`config.mk`:
```
export PLATFORM = sky130hd
export DESIGN_NAME = hysteresis_thermostat_controller
export DESIGN_NICKNAME = d
export VERILOG_FILES = /design/src/sv/htc_pkg.sv /design/src/sv/htc_cfg_regs.sv /design/src/sv/htc_in_reg.sv /design/src/sv/htc_divide.sv /design/src/sv/htc_core.sv /design/src/sv/hysteresis_thermostat_controller.sv
export SDC_FILE = /design/constraint.sdc
export NUM_CORES = 1
export LEC_CHECK = 0
export BUFFER_PORTS_ARGS = -buffer_cell sky130_fd_sc_hd__buf_2
export CORE_ASPECT_RATIO = 0.75
export CORE_MARGIN = 10
export CORE_UTILIZATION = 64
export DETAILED_ROUTE_END_ITERATION = 10
export PLACE_DENSITY = 0.83
export SLEW_MARGIN = 25
export SYNTH_ARGS = -nofsm -noshare
export SYNTH_HDL_FRONTEND = slang
export SYNTH_SLANG_ARGS = --single-unit
```
`constraint.sdc`:
```
create_clock -name clk -period 12.8 [get_ports clk]
set_input_delay 3.2 -clock clk [delete_from_list [all_inputs] [get_ports clk]]
set_output_delay 3.2 -clock clk [all_outputs]
set_load 0.01 [all_outputs]
```
`src/sv/htc_pkg.sv`:
```
package htc_pkg;

    localparam int TIME_W     = 32;
    localparam int TEMP_W     = 9;
    localparam int SP_W       = 7;
    localparam int CFG_IDX_W  = 3;
    localparam int CFG_DATA_W = 16;

    localparam logic [1:0] KIND_UP      = 2'd0;
    localparam logic [1:0] KIND_DOWN    = 2'd1;
    localparam logic [1:0] KIND_SAMPLE  = 2'd2;
    localparam logic [1:0] KIND_COMMAND = 2'd3;

    localparam logic [1:0] COLOR_BLUE  = 2'd0;
    localparam logic [1:0] COLOR_RED   = 2'd1;
    localparam logic [1:0] COLOR_GREEN = 2'd2;
    localparam logic [1:0] COLOR_NONE  = 2'd3;

    localparam logic [CFG_IDX_W-1:0] REG_HYSTERESIS = 3'd0;
    localparam logic [CFG_IDX_W-1:0] REG_DEBOUNCE   = 3'd1;
    localparam logic [CFG_IDX_W-1:0] REG_STEP_SIZE  = 3'd2;
    localparam logic [CFG_IDX_W-1:0] REG_MIN_SP     = 3'd3;
    localparam logic [CFG_IDX_W-1:0] REG_MAX_SP     = 3'd4;

    localparam logic [7:0]      HYST_RESET     = 8'd10;
    localparam logic [15:0]     DEBOUNCE_RESET = 16'd50;
    localparam logic [SP_W-1:0] STEP_RESET     = 7'd5;
    localparam logic [SP_W-1:0] MIN_SP_RESET   = 7'd0;
    localparam logic [SP_W-1:0] MAX_SP_RESET   = 7'd99;
    localparam logic [SP_W-1:0] SETPOINT_RESET = 7'd10;

    typedef struct packed {
        logic [1:0]               kind;
        logic [TIME_W-1:0]        time_stamp;
        logic signed [TEMP_W-1:0] value;
    } item_t;

    typedef struct packed {
        logic [7:0]      hysteresis;
        logic [15:0]     debounce_ticks;
        logic [SP_W-1:0] step_size;
        logic [SP_W-1:0] min_setpoint;
        logic [SP_W-1:0] max_setpoint;
    } cfg_t;

endpackage

```
`src/sv/htc_cfg_regs.sv`:
```
module htc_cfg_regs
    import htc_pkg::*;
(
    input  logic                  clk,
    input  logic                  rst_n,
    input  logic                  cfg_valid,
    output logic                  cfg_ready,
    input  logic [CFG_IDX_W-1:0]  cfg_index,
    input  logic [CFG_DATA_W-1:0] cfg_data,
    output cfg_t                  cfg
);

    cfg_t cfg_reg;
    cfg_t cfg_next;

    assign cfg_ready = 1'b1;
    assign cfg       = cfg_reg;

    always_comb
    begin
        cfg_next = cfg_reg;
        if (cfg_valid)
        begin
            unique case (cfg_index)
                REG_HYSTERESIS: cfg_next.hysteresis     = cfg_data[7:0];
                REG_DEBOUNCE:   cfg_next.debounce_ticks = cfg_data;
                REG_STEP_SIZE:  cfg_next.step_size      = cfg_data[SP_W-1:0];
                REG_MIN_SP:     cfg_next.min_setpoint   = cfg_data[SP_W-1:0];
                REG_MAX_SP:     cfg_next.max_setpoint   = cfg_data[SP_W-1:0];
                default:        cfg_next = cfg_reg;
            endcase
        end
    end

    always_ff @(posedge clk or negedge rst_n)
    begin
        if (!rst_n)
        begin
            cfg_reg.hysteresis     <= HYST_RESET;
            cfg_reg.debounce_ticks <= DEBOUNCE_RESET;
            cfg_reg.step_size      <= STEP_RESET;
            cfg_reg.min_setpoint   <= MIN_SP_RESET;
            cfg_reg.max_setpoint   <= MAX_SP_RESET;
        end
        else
        begin
            cfg_reg <= cfg_next;
        end
    end

endmodule

```
`src/sv/htc_in_reg.sv`:
```
module htc_in_reg
    import htc_pkg::*;
(
    input  logic                     clk,
    input  logic                     rst_n,
    input  logic                     in_valid,
    output logic                     in_stall,
    input  logic [1:0]               kind,
    input  logic [TIME_W-1:0]        time_stamp,
    input  logic signed [TEMP_W-1:0] value,
    output item_t                    item,
    output logic                     item_valid,
    input  logic                     item_take
);

    logic  valid_reg;
    logic  valid_next;
    item_t item_reg;
    logic  accept;

    assign in_stall   = valid_reg && !item_take;
    assign accept     = in_valid && !in_stall;
    assign item       = item_reg;
    assign item_valid = valid_reg;

    always_comb
    begin
        priority if (accept)
            valid_next = 1'b1;
        else if (item_take)
            valid_next = 1'b0;
        else
            valid_next = valid_reg;
    end

    always_ff @(posedge clk or negedge rst_n)
    begin
        if (!rst_n)
            valid_reg <= 1'b0;
        else
            valid_reg <= valid_next;
    end

    always_ff @(posedge clk)
    begin
        if (accept)
        begin
            item_reg.kind       <= kind;
            item_reg.time_stamp <= time_stamp;
            item_reg.value      <= value;
        end
    end

endmodule

```
`src/sv/htc_divide.sv`:
```
module htc_divide
    import htc_pkg::*;
#(
    parameter int SAMPLES_PER_AVERAGE = 10,
    parameter int SUM_W               = 13
)
(
    input  logic signed [SUM_W-1:0]  sum,
    output logic signed [TEMP_W-1:0] quotient
);

    localparam int K      = SUM_W + 5;
    localparam int RECIP_W = K + 1;
    localparam int PROD_W = SUM_W + RECIP_W;
    localparam logic [RECIP_W-1:0] RECIP =
        RECIP_W'(((64'd1 << K) + SAMPLES_PER_AVERAGE - 1) / SAMPLES_PER_AVERAGE);

    logic              neg;
    logic [SUM_W-1:0]  mag;
    logic [PROD_W-1:0] prod;
    logic [8:0]        q_mag;

    always_comb
    begin
        neg   = sum[SUM_W-1];
        mag   = neg ? SUM_W'(-sum) : SUM_W'(sum);
        prod  = PROD_W'(mag) * PROD_W'(RECIP);
        q_mag = prod[K+8:K];
        quotient = TEMP_W'(neg ? -$signed({1'b0, q_mag}) : $signed({1'b0, q_mag}));
    end

endmodule

```
`src/sv/htc_core.sv`:
```
module htc_core
    import htc_pkg::*;
#(
    parameter int SAMPLES_PER_AVERAGE = 10,
    parameter int TIME_BITS           = 32
)
(
    input  logic                     clk,
    input  logic                     rst_n,
    input  item_t                    item,
    input  logic                     item_valid,
    output logic                     item_take,
    input  cfg_t                     cfg,
    output logic                     out_valid,
    input  logic                     out_stall,
    output logic                     heater_on,
    output logic [1:0]               band_color,
    output logic [SP_W-1:0]          current_setpoint,
    output logic signed [TEMP_W-1:0] average_temp,
    output logic                     average_ready,
    output logic                     item_accepted
);

    localparam int SUM_W = $clog2(SAMPLES_PER_AVERAGE * 256) + 1;
    localparam int CNT_W = $clog2(SAMPLES_PER_AVERAGE + 1);
    localparam logic [CNT_W-1:0] COUNT_LAST = CNT_W'(SAMPLES_PER_AVERAGE);

    logic [SP_W-1:0]          setpoint_reg,   setpoint_next;
    logic [TIME_BITS-1:0]     up_last_reg,    up_last_next;
    logic [TIME_BITS-1:0]     down_last_reg,  down_last_next;
    logic signed [SUM_W-1:0]  sum_reg,        sum_next;
    logic [CNT_W-1:0]         count_reg,      count_next;
    logic signed [TEMP_W-1:0] last_avg_reg,   last_avg_next;
    logic                     heater_reg,     heater_next;
    logic [1:0]               color_reg,      color_next;
    logic                     out_valid_reg,  out_valid_next;
    logic                     ready_reg,      ready_next;
    logic                     accepted_reg,   accepted_next;
    logic [SP_W-1:0]          out_sp_reg;

    logic [TIME_BITS-1:0]     now;
    logic [TIME_BITS-1:0]     up_diff;
    logic [TIME_BITS-1:0]     down_diff;
    logic [TIME_BITS-1:0]     debounce_ext;
    logic                     up_ok;
    logic                     down_ok;
    logic [SP_W:0]            sp_up;
    logic [SP_W:0]            down_floor;
    logic                     up_room;
    logic                     down_room;
    logic signed [9:0]        val_ext;
    logic signed [9:0]        min_ext;
    logic signed [9:0]        max_ext;
    logic                     cmd_ok;
    logic signed [SUM_W-1:0]  sum_add;
    logic [CNT_W-1:0]         count_inc;
    logic                     group_done;
    logic signed [TEMP_W-1:0] avg_new;
    logic signed [10:0]       avg_ext;
    logic signed [10:0]       band_lo;
    logic signed [10:0]       band_hi;

    htc_divide #(
        .SAMPLES_PER_AVERAGE (SAMPLES_PER_AVERAGE),
        .SUM_W               (SUM_W)
    ) u_divide (
        .sum      (sum_add),
        .quotient (avg_new)
    );

    assign item_take = item_valid && (!out_valid_reg || !out_stall);

    always_comb
    begin
        now          = item.time_stamp[TIME_BITS-1:0];
        up_diff      = now - up_last_reg;
        down_diff    = now - down_last_reg;
        debounce_ext = TIME_BITS'(cfg.debounce_ticks);
        up_ok        = up_diff >= debounce_ext;
        down_ok      = down_diff >= debounce_ext;
        sp_up        = {1'b0, setpoint_reg} + {1'b0, cfg.step_size};
        down_floor   = {1'b0, cfg.min_setpoint} + {1'b0, cfg.step_size};
        up_room      = sp_up < {1'b0, cfg.max_setpoint};
        down_room    = {1'b0, setpoint_reg} > down_floor;
        val_ext      = 10'(item.value);
        min_ext      = $signed({3'b000, cfg.min_setpoint});
        max_ext      = $signed({3'b000, cfg.max_setpoint});
        cmd_ok       = (val_ext >= min_ext) && (val_ext <= max_ext);
        sum_add      = sum_reg + SUM_W'(item.value);
        count_inc    = count_reg + 1'b1;
        group_done   = count_inc == COUNT_LAST;
        avg_ext      = 11'(avg_new);
        band_lo      = $signed({4'b0000, setpoint_reg}) - $signed({3'b000, cfg.hysteresis});
        band_hi      = $signed({4'b0000, setpoint_reg}) + $signed({3'b000, cfg.hysteresis});
    end

    always_comb
    begin
        setpoint_next  = setpoint_reg;
        up_last_next   = up_last_reg;
        down_last_next = down_last_reg;
        sum_next       = sum_reg;
        count_next     = count_reg;
        last_avg_next  = last_avg_reg;
        heater_next    = heater_reg;
        color_next     = color_reg;
        ready_next     = ready_reg;
        accepted_next  = accepted_reg;
        out_valid_next = out_valid_reg && out_stall;
        if (item_take)
        begin
            out_valid_next = 1'b1;
            ready_next     = 1'b0;
            accepted_next  = 1'b0;
            unique case (item.kind)
                KIND_UP:
                begin
                    if (up_ok)
                    begin
                        up_last_next = now;
                        if (up_room)
                        begin
                            setpoint_next = sp_up[SP_W-1:0];
                            accepted_next = 1'b1;
                        end
                    end
                end
                KIND_DOWN:
                begin
                    if (down_ok)
                    begin
                        down_last_next = now;
                        if (down_room)
                        begin
                            setpoint_next = setpoint_reg - cfg.step_size;
                            accepted_next = 1'b1;
                        end
                    end
                end
                KIND_SAMPLE:
                begin
                    accepted_next = 1'b1;
                    if (group_done)
                    begin
                        sum_next      = '0;
                        count_next    = '0;
                        last_avg_next = avg_new;
                        ready_next    = 1'b1;
                        priority if (avg_ext < band_lo)
                        begin
                            heater_next = 1'b1;
                            color_next  = COLOR_BLUE;
                        end
                        else if (avg_ext > band_hi)
                        begin
                            heater_next = 1'b0;
                            color_next  = COLOR_RED;
                        end
                        else
                        begin
                            color_next = COLOR_GREEN;
                        end
                    end
                    else
                    begin
                        sum_next   = sum_add;
                        count_next = count_inc;
                    end
                end
                KIND_COMMAND:
                begin
                    if (cmd_ok)
                    begin
                        setpoint_next = item.value[SP_W-1:0];
                        accepted_next = 1'b1;
                    end
                end
                default:
                begin
                    accepted_next = 1'b0;
                end
            endcase
        end
    end

    always_ff @(posedge clk or negedge rst_n)
    begin
        if (!rst_n)
        begin
            setpoint_reg  <= SETPOINT_RESET;
            up_last_reg   <= '0;
            down_last_reg <= '0;
            sum_reg       <= '0;
            count_reg     <= '0;
            last_avg_reg  <= '0;
            heater_reg    <= 1'b0;
            color_reg     <= COLOR_NONE;
            out_valid_reg <= 1'b0;
            ready_reg     <= 1'b0;
            accepted_reg  <= 1'b0;
        end
        else
        begin
            setpoint_reg  <= setpoint_next;
            up_last_reg   <= up_last_next;
            down_last_reg <= down_last_next;
            sum_reg       <= sum_next;
            count_reg     <= count_next;
            last_avg_reg  <= last_avg_next;
            heater_reg    <= heater_next;
            color_reg     <= color_next;
            out_valid_reg <= out_valid_next;
            ready_reg     <= ready_next;
            accepted_reg  <= accepted_next;
        end
    end

    always_ff @(posedge clk)
    begin
        if (item_take)
            out_sp_reg <= setpoint_next;
    end

    assign out_valid        = out_valid_reg;
    assign heater_on        = heater_reg;
    assign band_color       = color_reg;
    assign current_setpoint = out_sp_reg;
    assign average_temp     = last_avg_reg;
    assign average_ready    = ready_reg;
    assign item_accepted    = accepted_reg;

endmodule

```
`src/sv/hysteresis_thermostat_controller.sv`:
```
// Thermostat controller with hysteresis.
// Input channel (in_valid / in_stall): one event per transfer; kind selects
// up press, down press, temperature sample or setpoint command, time_stamp
// is the tick count used for the per-button debounce window, value is the
// sample or the requested setpoint.
// Output channel (out_valid / out_stall): one result per input event with
// heater drive, band colour, setpoint, last group average and flags.
// Configuration channel (cfg_valid / cfg_ready): writes one register per
// transfer; cfg_ready is always high. Write only while the block is idle.
// Each event passes the input register, then the core state registers.
// Throughput: one event per cycle while out_stall is low, set by the single
// state update; an input register holds one event while the output waits.
// Reset: setpoint 10, no average yet (colour none), heater off, registers
// at their defaults. A stalled result holds its payload; the input side
// takes one more event, then stalls until the output frees up.
module hysteresis_thermostat_controller
    import htc_pkg::*;
#(
    parameter int SAMPLES_PER_AVERAGE = 10,
    parameter int TIME_BITS           = 32
)
(
    input  logic                     clk,
    input  logic                     rst_n,
    input  logic                     in_valid,
    output logic                     in_stall,
    input  logic [1:0]               kind,
    input  logic [TIME_W-1:0]        time_stamp,
    input  logic signed [TEMP_W-1:0] value,
    output logic                     out_valid,
    input  logic                     out_stall,
    output logic                     heater_on,
    output logic [1:0]               band_color,
    output logic [SP_W-1:0]          current_setpoint,
    output logic signed [TEMP_W-1:0] average_temp,
    output logic                     average_ready,
    output logic                     item_accepted,
    input  logic                     cfg_valid,
    output logic                     cfg_ready,
    input  logic [CFG_IDX_W-1:0]     cfg_index,
    input  logic [CFG_DATA_W-1:0]    cfg_data
);

    cfg_t  cfg;
    item_t item;
    logic  item_valid;
    logic  item_take;

    htc_cfg_regs u_cfg_regs (
        .clk       (clk),
        .rst_n     (rst_n),
        .cfg_valid (cfg_valid),
        .cfg_ready (cfg_ready),
        .cfg_index (cfg_index),
        .cfg_data  (cfg_data),
        .cfg       (cfg)
    );

    htc_in_reg u_in_reg (
        .clk        (clk),
        .rst_n      (rst_n),
        .in_valid   (in_valid),
        .in_stall   (in_stall),
        .kind       (kind),
        .time_stamp (time_stamp),
        .value      (value),
        .item       (item),
        .item_valid (item_valid),
        .item_take  (item_take)
    );

    htc_core #(
        .SAMPLES_PER_AVERAGE (SAMPLES_PER_AVERAGE),
        .TIME_BITS           (TIME_BITS)
    ) u_core (
        .clk              (clk),
        .rst_n            (rst_n),
        .item             (item),
        .item_valid       (item_valid),
        .item_take        (item_take),
        .cfg              (cfg),
        .out_valid        (out_valid),
        .out_stall        (out_stall),
        .heater_on        (heater_on),
        .band_color       (band_color),
        .current_setpoint (current_setpoint),
        .average_temp     (average_temp),
        .average_ready    (average_ready),
        .item_accepted    (item_accepted)
    );

endmodule

```
; Yosys cells after proc, flatten, opt, wreduce, memory -nomap -nowiden
; Index checks and enable logic that the tools add are counted.
[op_classes]
n_mul = 1
n_lt_le_gt_ge = 8
eq_ne = 8
reduce_logical = 24
muxes = 26
add_sub_neg = 11
[op_table]
columns = operator, n
row1 = >= comparator 32 x 16 -> 1 bit, 2
row2 = subtractor 32 bit, 2
row3 = two-way mux 7 bit, 6
row4 = multiplier 13 x 15 -> 27 bit (second input constant), 1
row5 = two-way mux 13 bit, 2
row6 = case mux 7 bit (3 select lines), 1
row7 = adder 7 x 7 -> 8 bit, 2
row8 = adder 13 x 9 -> 13 bit, 1
row9 = negation 13 bit, 1
row10 = two-way mux 1 bit, 12
row11 = AND reduction 2 bit, 6
row12 = > comparator 9 x 10 -> 1 bit, 1
row13 = adder 7 x 8 -> 9 bit, 1
row14 = >= comparator 9 x 8 -> 1 bit, 1
row15 = <= comparator 9 x 8 -> 1 bit, 1
row16 = less-than comparator 9 bit, 1
row17 = two-way mux 9 bit, 1
row18 = negation 9 bit, 1
row19 = AND reduction 3 bit, 3
row20 = subtractor 7 x 8 -> 9 bit, 1
row21 = > comparator 7 x 8 -> 1 bit, 1
row22 = less-than comparator 8 x 7 -> 1 bit, 1
row23 = subtractor 7 bit, 1
row24 = equality test 3 x 2 -> 1 bit (second input constant), 2
row25 = 16 further kinds, 26
[totals]
in_bits = 67
ff_bits = 199
word_cells = 99
out_inout_bits = 24

; Longest topological paths before layout
[depth]
word_depth = 9
mapped_depth = 46
mapped_depth_nobuf = 46

; By module
; A second synthesis with hierarchy kept.
[hier_totals]
cells_unflattened = 2004
hier_area_um2 = 19083.3
[by_module_without_submodules]
columns = mod, area_each_um2, cells_per_inst, seq_area_each_um2, instances
row1 = htc_core, 12119.1, 1406, 2792.7, 1
row2 = htc_divide, 3823.7, 449, 0.0, 1
row3 = htc_cfg_regs, 1791.7, 101, 1139.8, 1
row4 = htc_in_reg, 1348.8, 48, 1316.3, 1

; Worst setup path after synthesis
; OpenSTA, ideal clock, no wires.
[synth_timing]
kind = register to register
start = register u_in_reg.item_reg, in the netlist u_in_reg.item[0]
end = register u_core.color_reg[0] (netlist: u_core.band_color[0])
required_time_ps = 12721
t_arrival_ps = 9331
synth_period_minus_slack_ps = 9410
path_buffers = 1
path_slack_ps = 3390
stages_incl_launch_ff = 42
setup_time_ps = 79
path_cell_list = edfxtp_1 > ha_1 > inv_1 > fa_1 > nor2b_1 > o31a_1 > o41ai_2 > o2111ai_1 > a21o_1 > a21oi_2 > xnor2_1 > clkbuf_1 > nor2_1 > xor2_1 > ha_1 > inv_1 > fa_1 > inv_1 > (+6 left out) > and4_1 > a221oi_2 > o21bai_1 > or4_1 > and2_1 > nor2b_1 > a21oi_1 > a2bb2oi_1 > o22ai_1 > xnor2_1 > ha_1 > a2111o_1 > o22ai_1 > a21oi_1 > o21a_1 > a221oi_1 > o21ai_0 > a22o_1
[synth_via]
elab_chain_len = 9
word_cells_on_any_way = 10
classes_between = 3 x add/sub / 1 x mul / 2 x order compare / 4 x mux
[synth_lines]
columns = element, line_no
row1 = "start, declared", htc_in_reg.sv:18  ; item_t item_reg;
row2 = adder 13 x 9 -> 13 bit *, htc_core.sv:89  ; sum_add = sum_reg + SUM_W'(item.value);
row3 = negation 13 bit, htc_divide.sv:26  ; mag = neg ? SUM_W'(-sum) : SUM_W'(sum);
row4 = two-way mux 13 bit, htc_divide.sv:26
row5 = multiplier 13 x 15 -> 27 bit, htc_divide.sv:27  ; prod = PROD_W'(mag) * PROD_W'(RECIP);
row6 = negation 9 bit, htc_divide.sv:29  ; quotient = TEMP_W'(neg ? -$signed({1'b0, q_mag}) : $signed({1'b0, q_mag}));
row7 = two-way mux 9 bit *, htc_divide.sv:29
row8 = via u_core.avg_new[4], htc_core.sv:58  ; logic signed [TEMP_W-1:0] avg_new;
row9 = > comparator 9 x 10 -> 1 bit, htc_core.sv:154  ; else if (avg_ext > band_hi)
row10 = two-way mux 2 bit, htc_core.sv:154
row11 = two-way mux 2 bit *, htc_core.sv:149  ; priority if (avg_ext < band_lo)
row12 = "end signal, assigned", htc_core.sv:211  ; color_reg <= color_next;
row13 = "end, declared", htc_core.sv:35  ; logic [1:0] color_reg, color_next;
; Mark *: on every way through the listed nets, which the timed path passes. The rest lies on a longest branch.
; A chain may end at the register's enable or synchronous reset.

; Worst setup path in the final report
[layout_timing]
start = register u_in_reg.item_reg, in the netlist u_in_reg.item[2]
end = register u_core.color_reg[0] (netlist: u_core.band_color[0])
; The elaborated chain is that of the path after synthesis.

==> metrics <==
worst slew pin tran 0.9368 ns; Synth Warn # 0; Crit. Startpoint u_in_reg.item[2]$_DFFE_PP_; GRT busiest layer met2; post-synth cell types 89; Final Skew ~0.015 ns; Max Cap Viol 0; syn_nets about 2300; post-route ant nets 0; WL/cell 19.17 um; overall routing resource usage 0.2589; standard cell core area 27260 um^2; First DRT Iteration DRCs 1168; number of enable flip-flop cells after synthesis 50; WHS Endpoint u_core.average_temp[6]$_DFFE_PN0P_; min Tclk post-route ~11 ns; Setup Crit Path Kind reg2reg; clock slew at reported path FFs ~0.09 ns; Reg-to-Reg Start u_in_reg.item[2]$_DFFE_PP_; Die W 213.0 um; Relative slew margins 0.3755; max reg flops 45; fin worst setup slack 1.794 ns; Mapped Avg Cell Area 9.318 um^2; reg2reg setup slack between 1.5 and 2 ns; crit path launch type flop; Diodes inserted 0; TritonRoute pass-1 iters 5; HP Class reg2reg; FFs w/ async S/R, synth 0.7487; RSZ-0062 raised after global routing false; vias 14200; pre-CTS setup slack 1.996 ns; dpl hpwl between 30000 and 40000 um; Post-Synthesis Cells roughly 1900; cell mode on critical path fa_1; die height 164.8 um; CP required 13.21 ns; total grt overflow 0; CTS Hold Bufs 0; worst skew pair latency roughly 0.47 ns; row count 52; Final Hold Fails 0; boundary pin count 91; run status complete, no violations; flops & latches, synth 199; crit path DAT 11.42 ns; postcts setup bufs 0; clk root buf clkbuf_16; antenna violations before repair 1; number of buffers created by CTS 17; fin nets 2383; Clock Tree Buf Depth 2; Initial Util 0.6559; # resized after CTS 0; Post-synth top flop dfrtp_1; Hold Crit Depth 2; met1 usage 0.3737; share of cells above drive strength 1 0.1059; Setup TNS 0 ns; TritonCTS Sinks 199; sequential fraction of the synthesis area 0.2935; end of the worst register-to-register path u_core.band_color[0]$_DFFE_PN1P_; Mapped Area 17880 um^2; met2 GRT Util 0.3889; Total Routed Length 45110 um; met3 Usage GRT 0.05189; CP Max Fanout 11; Final Setup Violations 0; Critical Path End Type flop; CTS tree yes; Tcrit/Tclk final 0.8598; DR vias/cell between 6 and 7; Worst Hold Launch u_core.average_temp[6]$_DFFE_PN0P_; CP max stage delay 0.64 ns; GP Congestion 0.9733; die area 35090 um^2; P&R area growth vs syn 7.732%; pin count of the biggest net entering global routing 94; CTS H-tree lvls 4; first-pass GRT wire length 72170 um; CP max-delay cell xor2_1; Port Buffers 89; Slew Limit Fails 0; fmax 90.86 MHz; r2r worst-path depth 36; vias in the first global route 13910; DRC Markers 0
-- layout by cell type, fill, tap and decap left out, types with 38 or more instances in the layout --
| master | n |
|---|---|
| a21o_1 | 41 |
| a21oi_1 | 112 |
| buf_2 | 88 |
| dfrtp_1 | 134 |
| edfxtp_1 | 50 |
| fa_1 | 63 |
| ha_1 | 264 |
| inv_1 | 265 |
| nand2_1 | 158 |
| nand3_1 | 38 |
| nor2_1 | 107 |
| o21ai_0 | 83 |
| o21ai_1 | 42 |
| xnor2_1 | 72 |
-- cells in the mapped netlist (15+ instances only) --
master | number | share of area
a21o_1 | 41 | 0.017
a21oi_1 | 112 | 0.031
a31oi_1 | 16 | 0.0056
clkbuf_1 | 36 | 0.0076
dfrtp_1 | 134 | 0.19
dfstp_2 | 15 | 0.022
edfxtp_1 | 50 | 0.084
fa_1 | 63 | 0.071
ha_1 | 264 | 0.18
inv_1 | 265 | 0.056
mux2_1 | 17 | 0.011
mux2_2 | 33 | 0.021
nand2_1 | 158 | 0.033
nand2b_1 | 19 | 0.0066
nand3_1 | 39 | 0.011
nor2_1 | 107 | 0.022
nor2b_1 | 19 | 0.0066
nor3_1 | 26 | 0.0073
o21a_1 | 30 | 0.013
o21ai_0 | 83 | 0.023
o21ai_1 | 42 | 0.012
o21bai_1 | 20 | 0.0084
xnor2_1 | 73 | 0.036
xor2_1 | 37 | 0.018
-- through the flow --
| stage | cells | hold WS [ns] | instance area (um^2) | utilization |
|---|---|---|---|---|
| 2_1_floorplan | 1919 | 0.4526 | 17880 | - |
| 3_3_place_gp | 2320 | 0.4551 | 18630 | 0.6833 |
| 3_5_place_dp | 2320 | 0.4621 | 18630 | 0.6835 |
| 4_1_cts | 2352 | 0.4846 | 19240 | 0.7056 |
| 5_1_grt | 2353 | 0.5098 | 19260 | 0.7066 |
| 6_report | 2353 | 0.4868 | 19260 | 0.7066 |
-- worst max-delay path: cells and delay by family, from the launching register on --
kind	cells	cell delay, ns
AOI/OAI and AO/OA	18	4.43
adders and majority gates	9	3.58
xor gates and xnor gates	4	1.76
and+or+nand+nor	3	0.56
DFF	1	0.47
buffers and inverters	2	0.13
-- worst max path at each step --
stage / endpoint / cells after the start / slack, ns
after CTS: u_core.band_color[1]$_DFFE_PN1P_ / 36 / 1.97
after detailed placement: u_core.band_color[0]$_DFFE_PN1P_ / 38 / 2.00
after global routing: u_core.band_color[1]$_DFFE_PN1P_ / 38 / 1.09
after global placement: u_core.band_color[1]$_DFFE_PN1P_ / 41 / 2.42
after floorplan: u_core.band_color[0]$_DFFE_PN1P_ / 41 / 3.39
final: u_core.band_color[0]$_DFFE_PN1P_ / 36 / 1.79
-- cell type report --
type	count	area (um^2)
inverter	265	994.7
tap	351	439.2
sequential	199	5249
timing repair buffer	94	496.7
fill	2098	7998
clock inverter	14	162.7
multi-input combinational	1412	11480
clock buffer	18	439.2
-- layer usage --
metal	vias to the layer above	routed length, um
met5	-	13
met4	2	763
met3	61	3379
met2	496	19510
met1	6807	21440
li1	6830	-
-- cell families after synthesis --
group | Yosys count | share of synthesized area
buffers and inverters | 308 | 0.06578
XOR/XNOR | 110 | 0.05388
adder cells (fa/ha/maj) | 327 | 0.2553
multiplexers | 56 | 0.03513
other | 1 | 0.0002097
flip-flops | 199 | 0.2935
AND/OR/NAND/NOR | 442 | 0.1185
AO/OA/AOI/OAI | 476 | 0.1777
Power is left out: the tool's default activity adds up to more than one toggle a clock period on the data nets, which glitch-free logic cannot reach.
